--- config.mk ---
export PLATFORM = sky130hd
export DESIGN_NAME = round_robin_sleep_scheduler_unit
export DESIGN_NICKNAME = d
export VERILOG_FILES = /design/src/hdl/rrss_pkg.sv /design/src/hdl/rrss_slot_mem.sv /design/src/hdl/round_robin_sleep_scheduler_unit.sv
export VERILOG_INCLUDE_DIRS = /design/src /design/src/hdl
export SDC_FILE = /design/constraint.sdc
export NUM_CORES = 1
export LEC_CHECK = 0
export BUFFER_PORTS_ARGS = -buffer_cell sky130_fd_sc_hd__buf_2
export CAP_MARGIN = 5
export CORE_MARGIN = 3
export CORE_UTILIZATION = 40
export CTS_BUF_LIST = sky130_fd_sc_hd__clkbuf_2
export DETAILED_ROUTE_END_ITERATION = 6
export SLEW_MARGIN = 20
export SYNTH_ARGS = -nofsm -noshare
export SYNTH_HDL_FRONTEND = slang
export SYNTH_SLANG_ARGS = --single-unit
export TNS_END_PERCENT = 30
--- constraint.sdc ---
create_clock -name clk_i -period 6.1 [get_ports clk_i]
set_clock_uncertainty 0.2 [all_clocks]
set_input_delay 1.22 -clock clk_i [delete_from_list [all_inputs] [get_ports clk_i]]
set_output_delay 1.22 -clock clk_i [all_outputs]
set_load 0.05 [all_outputs]
--- src/hdl/round_robin_sleep_scheduler_unit_defines.svh ---
// ----------------------------------------------------------------------------
// round robin sleep scheduler assertion macros
// concurrent assertion wrappers, compiled out when ASSERT_OFF is defined
// ----------------------------------------------------------------------------
`ifndef ROUND_ROBIN_SLEEP_SCHEDULER_UNIT_DEFINES_SVH
`define ROUND_ROBIN_SLEEP_SCHEDULER_UNIT_DEFINES_SVH

`ifndef ASSERT_OFF
// checked outside reset
`define RRSS_ASSERT(lbl, clk, rstn, prop) \
  lbl: assert property (@(posedge clk) disable iff (!rstn) prop) \
    else $error("scheduler assertion failed");
// checked on every edge, reset included
`define RRSS_ASSERT_ALWAYS(lbl, clk, prop) \
  lbl: assert property (@(posedge clk) prop) \
    else $error("scheduler assertion failed");
`else
`define RRSS_ASSERT(lbl, clk, rstn, prop)
`define RRSS_ASSERT_ALWAYS(lbl, clk, prop)
`endif

`endif

--- src/hdl/rrss_pkg.sv ---
// ----------------------------------------------------------------------------
// rrss_pkg
// shared types and constants of the round robin sleep scheduler
// ----------------------------------------------------------------------------
package rrss_pkg;

  localparam int SLOTS_DEF = 8;
  localparam int SLEEP_W = 16;
  localparam int SLICE_W = 8;

  localparam logic [SLICE_W-1:0] SLICE_TICKS_RST = 8'd16;
  localparam logic [SLICE_W-1:0] SLICE_MAX = 8'hFF;

  // register index taken from paddr bit 2
  localparam logic REG_SLICE_TICKS = 1'b0;

  localparam logic signed [3:0] FORK_NONE = 4'sb1111;

  typedef enum logic [1:0] {
    ST_DEAD     = 2'd0,
    ST_RUNNABLE = 2'd1,
    ST_RUNNING  = 2'd2,
    ST_BLOCKED  = 2'd3
  } slot_state_e;

  typedef enum logic [1:0] {
    ACT_TICK  = 2'd0,
    ACT_SLEEP = 2'd1,
    ACT_EXIT  = 2'd2,
    ACT_FORK  = 2'd3
  } action_e;

  typedef struct packed {
    slot_state_e          state;
    logic [SLEEP_W-1:0]   sleep_left;
  } slot_entry_t;

endpackage

--- src/hdl/rrss_slot_mem.sv ---
// ----------------------------------------------------------------------------
// rrss_slot_mem
// slot table memory, one write and one registered read port; entries not yet
// written read back as their reset value (slot 0 running, others dead)
// ----------------------------------------------------------------------------
module rrss_slot_mem
  import rrss_pkg::*;
#(
  parameter int SLOTS = SLOTS_DEF,
  localparam int IDXW = $clog2(SLOTS)
) (
  input  logic              clk_i,
  input  logic              rst_ni,
  input  logic              we_i,
  input  logic [IDXW-1:0]   waddr_i,
  input  slot_entry_t       wdata_i,
  input  logic              re_i,
  input  logic [IDXW-1:0]   raddr_i,
  output slot_entry_t       rdata_o
);

  slot_entry_t       mem_q [SLOTS];
  slot_entry_t       rdata_q;
  logic [SLOTS-1:0]  valid_q;
  logic              rvalid_q;
  logic [IDXW-1:0]   raddr_q;
  slot_entry_t       rst_entry;

  always_ff @(posedge clk_i) begin
    if (we_i) begin
      mem_q[waddr_i] <= wdata_i;
    end
    if (re_i) begin
      rdata_q <= mem_q[raddr_i];
    end
  end

  always_ff @(posedge clk_i or negedge rst_ni) begin
    if (!rst_ni) begin
      valid_q  <= '0;
      rvalid_q <= 1'b0;
      raddr_q  <= '0;
    end else begin
      if (we_i) begin
        valid_q[waddr_i] <= 1'b1;
      end
      if (re_i) begin
        rvalid_q <= valid_q[raddr_i];
        raddr_q  <= raddr_i;
      end
    end
  end

  always_comb begin
    rst_entry.state      = (raddr_q == '0) ? ST_RUNNING : ST_DEAD;
    rst_entry.sleep_left = '0;
  end

  assign rdata_o = rvalid_q ? rdata_q : rst_entry;

endmodule

--- src/hdl/round_robin_sleep_scheduler_unit.sv ---
// flow: S_SWEEP walks the slot table read-modify-write through its read and
//   write ports, S_CAND makes a second write when the tick hands the slot to
//   another slot, S_DONE waits for the output register; in_stall_o holds off
//   a new transaction until the unit is back in S_IDLE
// reset: slot 0 running, all others dead, slice_ticks 16; no clearing pass,
//   per-entry valid bits make unwritten slots read as their reset value
// ----------------------------------------------------------------------------
// round_robin_sleep_scheduler_unit
// round robin time slice scheduler with sleep countdown, exit and fork
// ----------------------------------------------------------------------------
`include "round_robin_sleep_scheduler_unit_defines.svh"

module round_robin_sleep_scheduler_unit
  import rrss_pkg::*;
#(
  parameter int SLOTS = SLOTS_DEF
) (
  input  logic                clk_i,
  input  logic                rst_ni,
  // input channel
  input  logic                in_valid_i,
  output logic                in_stall_o,
  input  logic [1:0]          action_i,
  input  logic [15:0]         sleep_ticks_i,
  // output channel
  output logic                out_valid_o,
  input  logic                out_stall_i,
  output logic [2:0]          running_slot_o,
  output logic                no_runnable_o,
  output logic signed [3:0]   fork_result_o,
  output logic                switched_o,
  // configuration port
  input  logic                psel,
  input  logic                penable,
  input  logic                pwrite,
  input  logic [2:0]          paddr,
  input  logic [31:0]         pwdata,
  output logic [31:0]         prdata,
  output logic                pready
);

  localparam int IDXW = $clog2(SLOTS);
  localparam int CNTW = $clog2(SLOTS + 1);
  localparam logic [IDXW-1:0] LAST_IDX = IDXW'(SLOTS - 1);
  localparam logic [CNTW-1:0] CNT_LAST = CNTW'(SLOTS);

  typedef enum logic [1:0] {
    S_IDLE,
    S_SWEEP,
    S_CAND,
    S_DONE
  } state_e;

  function automatic logic [IDXW-1:0] wrap_inc(input logic [IDXW-1:0] a);
    return (a == LAST_IDX) ? '0 : a + 1'b1;
  endfunction

  state_e               state_q;
  action_e              act_q;
  logic [SLEEP_W-1:0]   req_q;
  logic [CNTW-1:0]      k_q;
  logic [IDXW-1:0]      rd_addr_q;
  logic [IDXW-1:0]      proc_addr_q;
  logic [IDXW-1:0]      cur_q;
  logic                 cur_running_q;
  logic [SLICE_W-1:0]   slice_q;
  logic [SLICE_W-1:0]   slice_ticks_q;
  logic                 found_q;
  logic [IDXW-1:0]      cand_q;
  logic [SLEEP_W-1:0]   cand_sleep_q;
  logic [2:0]           res_slot_q;
  logic                 res_no_run_q;
  logic signed [3:0]    res_fork_q;
  logic                 res_switched_q;
  logic                 out_valid_q;
  logic [2:0]           out_slot_q;
  logic                 out_no_run_q;
  logic signed [3:0]    out_fork_q;
  logic                 out_switched_q;

  // memory port
  logic                 mem_we;
  logic [IDXW-1:0]      mem_waddr;
  slot_entry_t          mem_wdata;
  logic                 mem_re;
  slot_entry_t          ent;

  // processing of the entry read in the previous cycle
  logic                 proc_en;
  logic                 is_fork;
  logic                 is_cur_pos;
  slot_state_e          st;
  slot_state_e          st_pre;
  logic [SLEEP_W-1:0]   sl;
  logic [SLICE_W-1:0]   slice_inc;
  logic                 do_switch;
  logic [IDXW-1:0]      new_cur;
  logic                 new_running;
  logic                 new_switched;
  logic                 fork_hit;
  logic                 fork_found;
  logic [IDXW-1:0]      fork_idx;
  logic [IDXW+3:0]      new_cur_ext;
  logic [IDXW+3:0]      fork_idx_ext;
  logic [IDXW+3:0]      cur_ext;
  logic                 in_accept;
  logic                 out_load;
  logic                 cfg_write;

  assign in_accept = in_valid_i && (state_q == S_IDLE);
  assign in_stall_o = (state_q != S_IDLE);
  assign is_fork = (act_q == ACT_FORK);
  assign proc_en = (state_q == S_SWEEP) && (k_q != '0);
  assign is_cur_pos = (k_q == CNT_LAST);
  assign mem_re = (state_q == S_SWEEP) && (k_q < CNT_LAST);

  rrss_slot_mem #(
    .SLOTS (SLOTS)
  ) u_slot_mem (
    .clk_i   (clk_i),
    .rst_ni  (rst_ni),
    .we_i    (mem_we),
    .waddr_i (mem_waddr),
    .wdata_i (mem_wdata),
    .re_i    (mem_re),
    .raddr_i (rd_addr_q),
    .rdata_o (ent)
  );

  always_comb begin
    st = ent.state;
    sl = ent.sleep_left;
    // sleep and exit touch the current slot before its countdown
    if (!is_fork && is_cur_pos && cur_running_q) begin
      case (act_q)
        ACT_SLEEP: begin
          st = ST_BLOCKED;
          sl = (req_q == '0) ? SLEEP_W'(1) : req_q;
        end
        ACT_EXIT: st = ST_DEAD;
        default: ;
      endcase
    end
    if (st == ST_BLOCKED) begin
      if (sl != '0) begin
        sl = sl - 1'b1;
      end
      if (sl == '0) begin
        st = ST_RUNNABLE;
      end
    end
  end

  assign slice_inc = (slice_q == SLICE_MAX) ? slice_q : slice_q + 1'b1;
  assign do_switch = (slice_inc >= slice_ticks_q) || (st != ST_RUNNING);
  assign st_pre = (st == ST_RUNNING) ? ST_RUNNABLE : st;
  assign new_cur = (do_switch && found_q) ? cand_q : cur_q;
  assign new_running = !do_switch || found_q || (st_pre == ST_RUNNABLE);
  assign new_switched = new_running && (!cur_running_q || (new_cur != cur_q));

  assign fork_hit = (ent.state == ST_DEAD) && !found_q;
  assign fork_found = found_q || fork_hit;
  assign fork_idx = found_q ? cand_q : proc_addr_q;

  assign new_cur_ext = (IDXW + 4)'(new_cur);
  assign fork_idx_ext = (IDXW + 4)'(fork_idx);
  assign cur_ext = (IDXW + 4)'(cur_q);

  always_comb begin
    mem_we    = 1'b0;
    mem_waddr = proc_addr_q;
    mem_wdata = '{state: st, sleep_left: sl};
    if (state_q == S_CAND) begin
      mem_we    = 1'b1;
      mem_waddr = cand_q;
      mem_wdata = '{state: ST_RUNNING, sleep_left: cand_sleep_q};
    end else if (proc_en) begin
      if (is_fork) begin
        mem_we    = fork_hit;
        mem_wdata = '{state: ST_RUNNABLE, sleep_left: '0};
      end else begin
        mem_we = 1'b1;
        if (is_cur_pos && do_switch) begin
          if (!found_q && (st_pre == ST_RUNNABLE)) begin
            mem_wdata.state = ST_RUNNING;
          end else begin
            mem_wdata.state = st_pre;
          end
        end
      end
    end
  end

  assign out_load = (state_q == S_DONE) && (!out_valid_q || !out_stall_i);

  always_ff @(posedge clk_i or negedge rst_ni) begin
    if (!rst_ni) begin
      state_q        <= S_IDLE;
      act_q          <= ACT_TICK;
      req_q          <= '0;
      k_q            <= '0;
      rd_addr_q      <= '0;
      proc_addr_q    <= '0;
      cur_q          <= '0;
      cur_running_q  <= 1'b1;
      slice_q        <= '0;
      found_q        <= 1'b0;
      cand_q         <= '0;
      cand_sleep_q   <= '0;
      res_slot_q     <= '0;
      res_no_run_q   <= 1'b0;
      res_fork_q     <= '0;
      res_switched_q <= 1'b0;
      out_valid_q    <= 1'b0;
      out_slot_q     <= '0;
      out_no_run_q   <= 1'b0;
      out_fork_q     <= '0;
      out_switched_q <= 1'b0;
    end else begin
      if (out_load) begin
        out_valid_q    <= 1'b1;
        out_slot_q     <= res_slot_q;
        out_no_run_q   <= res_no_run_q;
        out_fork_q     <= res_fork_q;
        out_switched_q <= res_switched_q;
      end else if (out_valid_q && !out_stall_i) begin
        out_valid_q <= 1'b0;
      end

      if (mem_re) begin
        proc_addr_q <= rd_addr_q;
        rd_addr_q   <= wrap_inc(rd_addr_q);
      end

      unique case (state_q)
        S_IDLE: begin
          if (in_accept) begin
            act_q     <= action_e'(action_i);
            req_q     <= sleep_ticks_i;
            k_q       <= '0;
            found_q   <= 1'b0;
            // fork scans from slot 0, the tick walk starts after the current slot
            rd_addr_q <= (action_e'(action_i) == ACT_FORK) ? '0 : wrap_inc(cur_q);
            state_q   <= S_SWEEP;
          end
        end
        S_SWEEP: begin
          k_q <= k_q + 1'b1;
          if (proc_en && is_fork) begin
            if (fork_hit) begin
              found_q <= 1'b1;
              cand_q  <= proc_addr_q;
            end
            if (is_cur_pos) begin
              res_slot_q     <= cur_ext[2:0];
              res_no_run_q   <= !cur_running_q;
              res_fork_q     <= fork_found ? signed'(fork_idx_ext[3:0]) : FORK_NONE;
              res_switched_q <= 1'b0;
              state_q        <= S_DONE;
            end
          end else if (proc_en) begin
            if (!is_cur_pos) begin
              if ((st == ST_RUNNABLE) && !found_q) begin
                found_q      <= 1'b1;
                cand_q       <= proc_addr_q;
                cand_sleep_q <= sl;
              end
            end else begin
              cur_q          <= new_cur;
              cur_running_q  <= new_running;
              slice_q        <= do_switch ? '0 : slice_inc;
              res_slot_q     <= new_cur_ext[2:0];
              res_no_run_q   <= !new_running;
              res_fork_q     <= '0;
              res_switched_q <= new_switched;
              state_q        <= (do_switch && found_q) ? S_CAND : S_DONE;
            end
          end
        end
        S_CAND: begin
          state_q <= S_DONE;
        end
        S_DONE: begin
          if (out_load) begin
            state_q <= S_IDLE;
          end
        end
        default: state_q <= S_IDLE;
      endcase
    end
  end

  assign out_valid_o    = out_valid_q;
  assign running_slot_o = out_slot_q;
  assign no_runnable_o  = out_no_run_q;
  assign fork_result_o  = out_fork_q;
  assign switched_o     = out_switched_q;

  // configuration register
  assign cfg_write = psel && penable && pwrite;
  assign pready = 1'b1;

  always_ff @(posedge clk_i or negedge rst_ni) begin
    if (!rst_ni) begin
      slice_ticks_q <= SLICE_TICKS_RST;
    end else if (cfg_write && (paddr[2] == REG_SLICE_TICKS)) begin
      slice_ticks_q <= pwdata[SLICE_W-1:0];
    end
  end

  always_comb begin
    prdata = '0;
    if (paddr[2] == REG_SLICE_TICKS) begin
      prdata = {{(32 - SLICE_W){1'b0}}, slice_ticks_q};
    end
  end

  `RRSS_ASSERT(a_one_at_a_time, clk_i, rst_ni, (in_valid_i && !in_stall_o) |=> in_stall_o)
  `RRSS_ASSERT_ALWAYS(a_no_rw_collision, clk_i, (mem_we && mem_re) |-> (mem_waddr != rd_addr_q))
  `RRSS_ASSERT(a_slice_only_when_running, clk_i, rst_ni, (slice_q != '0) |-> cur_running_q)
  `RRSS_ASSERT(a_idle_never_switched, clk_i, rst_ni, (out_valid_o && no_runnable_o) |-> !switched_o)

endmodule
After elaboration in Yosys (flattened, before gate mapping). Memory sizes are Yosys's and may differ from the RTL's. A register that Yosys moved wholly into a read port is not among the register bits. Index checks and enable logic that the tools add are counted. Widths: inputs -> output; s select.

Register bits: 98. Memory bits (writable): 144. Input bits: 60. Output and inout bits: 44. Logic and storage cells: 197. Memories: 1.

$add $sub $neg: 5. Order comparisons: 5. Eq/ne operators: 26. Multiplexer cells: 81. Bitwise operators: 4. Reductions and logical operators: 51.

Memory list: u_slot_mem.mem_q (depth 8, bits a word 18, read ports 1, clocked after memory_dff 1, wr ports 1, RTL line rrss_slot_mem.sv:22) `slot_entry_t mem_q [SLOTS];`.

Operators with widths (number): $mux 16 (7); $mux 18 (3); $mux 3 (18); $logic_not 16->1 (2); $mux 2 (14); $mux 1 (24); $mux 4 (6); $mux 8 (3); $logic_and 1x1->1 (18); $reduce_bool 16->1 (1); $sub 16x1->16 const B (1); $eq 2x2->1 const B (7); $ne 2x2->1 const B (5); $reduce_and 5->1 (2); $reduce_bool 2->1 (5); $add 8x1->8 const B (1); $eq 2x1->1 const B (4); $eq 8x8->1 const B (1); $ge 8x8->1 (1); $lt 3x4->1 const B (2); $or 8x8->8 (1); $pmux 2 s4 (1); $pmux 4 s2 (1); $reduce_and 4->1 (2); other kinds (24) (42).

Longest topological paths before layout.
Depth after elaboration: 21. Mapped depth: 28. Mapped depth without buffers: 23.

Cells and area by module. Synthesis repeated with hierarchy kept, for this count alone.

Cells, all modules: 895. Area, all modules: 12668.4 um^2.

By module, submodules not included: rrss_slot_mem (instances 1, cells an instance 292, area each 6737.7 um^2); round_robin_sleep_scheduler_unit (instances 1, cells an instance 603, area each 5930.7 um^2).

Worst setup path before layout. No wires, ideal clock.

Kind: register to register. Start point: register act_q[0]. End point: memory u_slot_mem.mem_q[0][16] (netlist name) (data pin). Setup time: 0.283 ns. Arrival time: 5.597 ns. Required time: 5.617 ns. Setup slack: 0.020 ns. Stages on the path, launching flop included: 27. Path buffers: 4. Cells stage by stage: dfrtp_1 ha_1 nand3b_4 or2_4 buf_6 buf_2 clkbuf_1 nand3_1 o21ai_0 inv_1 ha_1 buf_4 or4b_1 or4_4 o21ai_1 xor2_1 nor4_2 nand4_1 a2111oi_2 nor2b_1 ha_1 nand2b_1 a2111oi_0 a31oi_1 nand2_1 mux2i_1 a221oi_1.

RTL lines: start: declaration (RTL line round_robin_sleep_scheduler_unit.sv:59) `action_e act_q;`; start signal: assignment (RTL line round_robin_sleep_scheduler_unit.sv:238) `act_q <= action_e'(action_i);`; end: declaration (RTL line rrss_slot_mem.sv:22).

==> impl_metrics.yaml <==
clock_network:
  clkSinkCount: 260
  htreeDepth: 3
  clockBufferDepth: 3
  clk_latency_ns: 0.85
  clkTransAtPathRegs_ns: 0.10
  cts_tree: "built"
  cts_made_buffers: 66
  cts_hold_buf: 0
  clockRootBuffer: "clkbuf_2"
cells_and_area:
  layout-drive-gt1-share: 0.3210
  multi_input_area_sq_um: 4750
  stdcell_area_sq_um: 13800
  syn_to_final_growth_pct: 11.08
  seqCellArea_sq_um: 7321
  fin_cells: 1476
  fill_cells: 2743
  nets: 1118
sta:
  drv_slew: 0
  tightestPinTransition_ns: 1.034
  setup_slack_ns: 0.3560
  post-route-period-util: 0.9416
  setup_tns_ns: 0
  hold_slack_ns: 0.1864
  hold_viol_final: 0
  timing.fmax_ghz: 0.1741
  fin_crit_ns: 5.744
  max-slew-margin-rel: 0.3093
  setup_viol: 0
critical_path:
  cp-startpoint: "req_q[3]"
  crit_path_end_kind: "register"
  cpMaxStageDelayCell: "or4_1"
  crit_path_cell_trace: "or4_1 -> nor4b_4 -> a21oi_1 -> o21ai_1 -> inv_1 -> ha_1 -> buf_4 -> o211ai_1 -> o41ai_2 -> xnor2_1 -> nor4_2 -> nand4_1 -> a2111oi_2 -> buf_4 -> nor2b_1 -> ha_1 -> nand2b_1 -> a2111oi_0 -> a31oi_1 -> buf_4 -> nand2_1 -> mux2i_1 -> a221oi_1 -> buf_4"
  crit_family: "simple AND/OR/NAND/NOR gates"
  crit_path_frequent_cell: "buf_4"
  critPathLaunchType: "register"
  crit_arrival_ns: 6.14
  critPathRequiredTime_ns: 6.50
  r2r_start: "req_q[3]"
  cp_max_fo: 8
  max_stage_delay_ns: 0.65
  worst-path-buf-inv: 5
  crit_type: "register to register"
run_status:
  status: "complete, no violations"
die:
  start_util: 0.4125
  core_sq_um: 30110
  num_rows: 63
  die_x_um: 182.2
  die_h_um: 182.2
  die_area_sq_um: 33200
  io_pins: 104
routing:
  route.detailed.drc: 0
  firstDrtPassIters: 5
  finalWirelength_um: 27840
  antenna_left: 0
  drtIter0Drc: 635
  wl_per_cell_um: 18.86
  num_vias: 7895
  via_per_inst: 5.349
logic_synthesis:
  synth_xor_xnor_area_share: 0.01269
  ys_ff_latch: 260
  yosys-top-cells-count: "162 x edfxtp_1, 96 x dfrtp_1, 75 x mux2_2"
  synth_compound_area_frac: 0.09318
  async_flop_share: 0.3769
  synth-simple-area-share: 0.09137
  synth.yosys.seq_area_share: 0.5893
  synth_area_sq_um: 12420
  synth_top_area_share: 0.3917
  synth.area.mux_share: 0.1475
  post-synth-top-count-cell: "edfxtp_1"
  synth-edff-count: 162
  synth_top_family_by_area: "multiplexers"
  synth.avg_cell_area_sq_um: 13.44
  yosysUniqueCellTypes: 80
  synthAdderAreaFrac: 0.02619
  ys.flop_type: "edfxtp_1"
  synthCells: 924
  yosys-top-cells-area: "edfxtp_1 39%, dfrtp_1 19%, mux4_2 6.9%"
  yosys.area.top_type: "edfxtp_1"
  yosysWarnings: 0
power_and_ir_drop:
  ir_drop_mv: 0.2110
  clkPwrFrac: 0.167
  power_frac_comb: 0.401
  power.leakage_uw: 0.005396
  intPower_uw: 4270
  sw_frac_of_total: 0.3917
  p_sw_uw: 2749
  power.density_nw_per_um2: 508.7
  pwr-share-seq: 0.432
placement:
  gp_congestion: 0.8753
  placed_area_sq_um: 13150
  portBuffers: 52
  dp_slack_ns: 0.09236
  dp_hpwl_um: 17450
  place_inst: 1353
global_route:
  antenna_found_initial: 2
  track_usage: 0.1680
  grt-ovfl-total: 0
  grt_pass1_wl_um: 44140
  grt_max_degree: 52
  grt_pass1_vias: 7990
job:
  cap_violations: 0
worst_hold_path:
  hold_class: "input port to asynchronous set/reset pin"
[state kept, by name (all words and copies together) (netlist names), 4 cells and up]
| signal | cells |
|---|---|
| u_slot_mem.mem_q | 144 |
| u_slot_mem.rdata_q | 18 |
| cand_sleep_q | 16 |
| req_q | 16 |
| slice_q | 8 |
| slice_ticks_q | 8 |
| u_slot_mem.valid_q | 8 |
| fork_result_o | 4 |
| k_q | 4 |
| res_fork_q | 4 |
[per-stage QoR]
step,utilization,power (uW)
2_1_floorplan,-,4986
3_3_place_gp,0.4367,5807
3_5_place_dp,0.4367,5861
4_1_cts,0.4570,7068
5_1_grt,0.4582,7514
6_report,0.4582,7019
[area by class of cell]
cell class	instances	area share
antenna	2	0.0003627
clock buffer	100	0.03627
clock inverter	20	0.007980
inverter	32	0.008706
multi-input combinational	588	0.3442
sequential	260	0.5306
tap	390	0.03537
timing repair buffer	84	0.03646
[cells in the final DEF, fill, tap and decap left out, drive strengths merged, types with 9 or more instances in the layout]
cell type / netlist / layout
a31oi: 10 / 10
edfxtp: 162 / 162
conb: 2 / 25
inv: 31 / 35
mux2i: 12 / 12
clkinv: 1 / 15
nor3: 11 / 11
mux2: 76 / 76
nor2: 49 / 49
nand3: 31 / 31
o21ai: 38 / 38
or2: 10 / 10
nand2: 68 / 68
xnor2: 11 / 11
a22o: 19 / 19
and3: 9 / 9
mux4: 38 / 38
ha: 26 / 26
dfrtp: 96 / 96
buf: 36 / 84
clkbuf: 31 / 100
a21oi: 43 / 43
[power by group through the flow]
stage / sequential [uW] / combinational, uW / clock [uW]
2_1_floorplan: 3000 / 1980 / 0
6_report: 3030 / 2820 / 1170
3_3_place_gp: 3040 / 2770 / 0
3_5_place_dp: 3060 / 2800 / 0
5_1_grt: 3080 / 3100 / 1330
4_1_cts: 3020 / 2820 / 1230
[routing by layer]
metal  vias to the layer above  GRT usage  part of all wire
li1                       3725          -                 -
met1                      3896     0.2343              0.46
met2                       231     0.2591              0.45
met3                        43    0.04166             0.064
met4                         0    0.05637             0.020
met5                         -          0                 0
[cells by family after synthesis]
logic type,after synthesis
mux,126
other cells,2
fa+ha+maj,26
compound gates,169
buf+inv,99
simple gates,224
flops,260
xor+xnor,18
[worst paths after layout]
path | end | slack [ns] | depth (start not counted)
max | u_slot_mem.mem_q[0][16] | 0.36 | 24
min | slice_ticks_q[2] | 0.19 | 1
max reg2reg | u_slot_mem.mem_q[0][16] | 0.36 | 24
min reg2reg | u_slot_mem.valid_q[6] | 0.27 | 1
max in group asynchronous | found_q | 4.29 | 2
min in group clk_i | u_slot_mem.valid_q[6] | 0.27 | 1
[timing repair]
action | in CTS | in global routing
gates resized for setup | 0 | 5
buffers inserted | 0 | 1
setup endpoints to repair | 0 | 24
No activity file was read; power rests on OpenSTA's default activity.
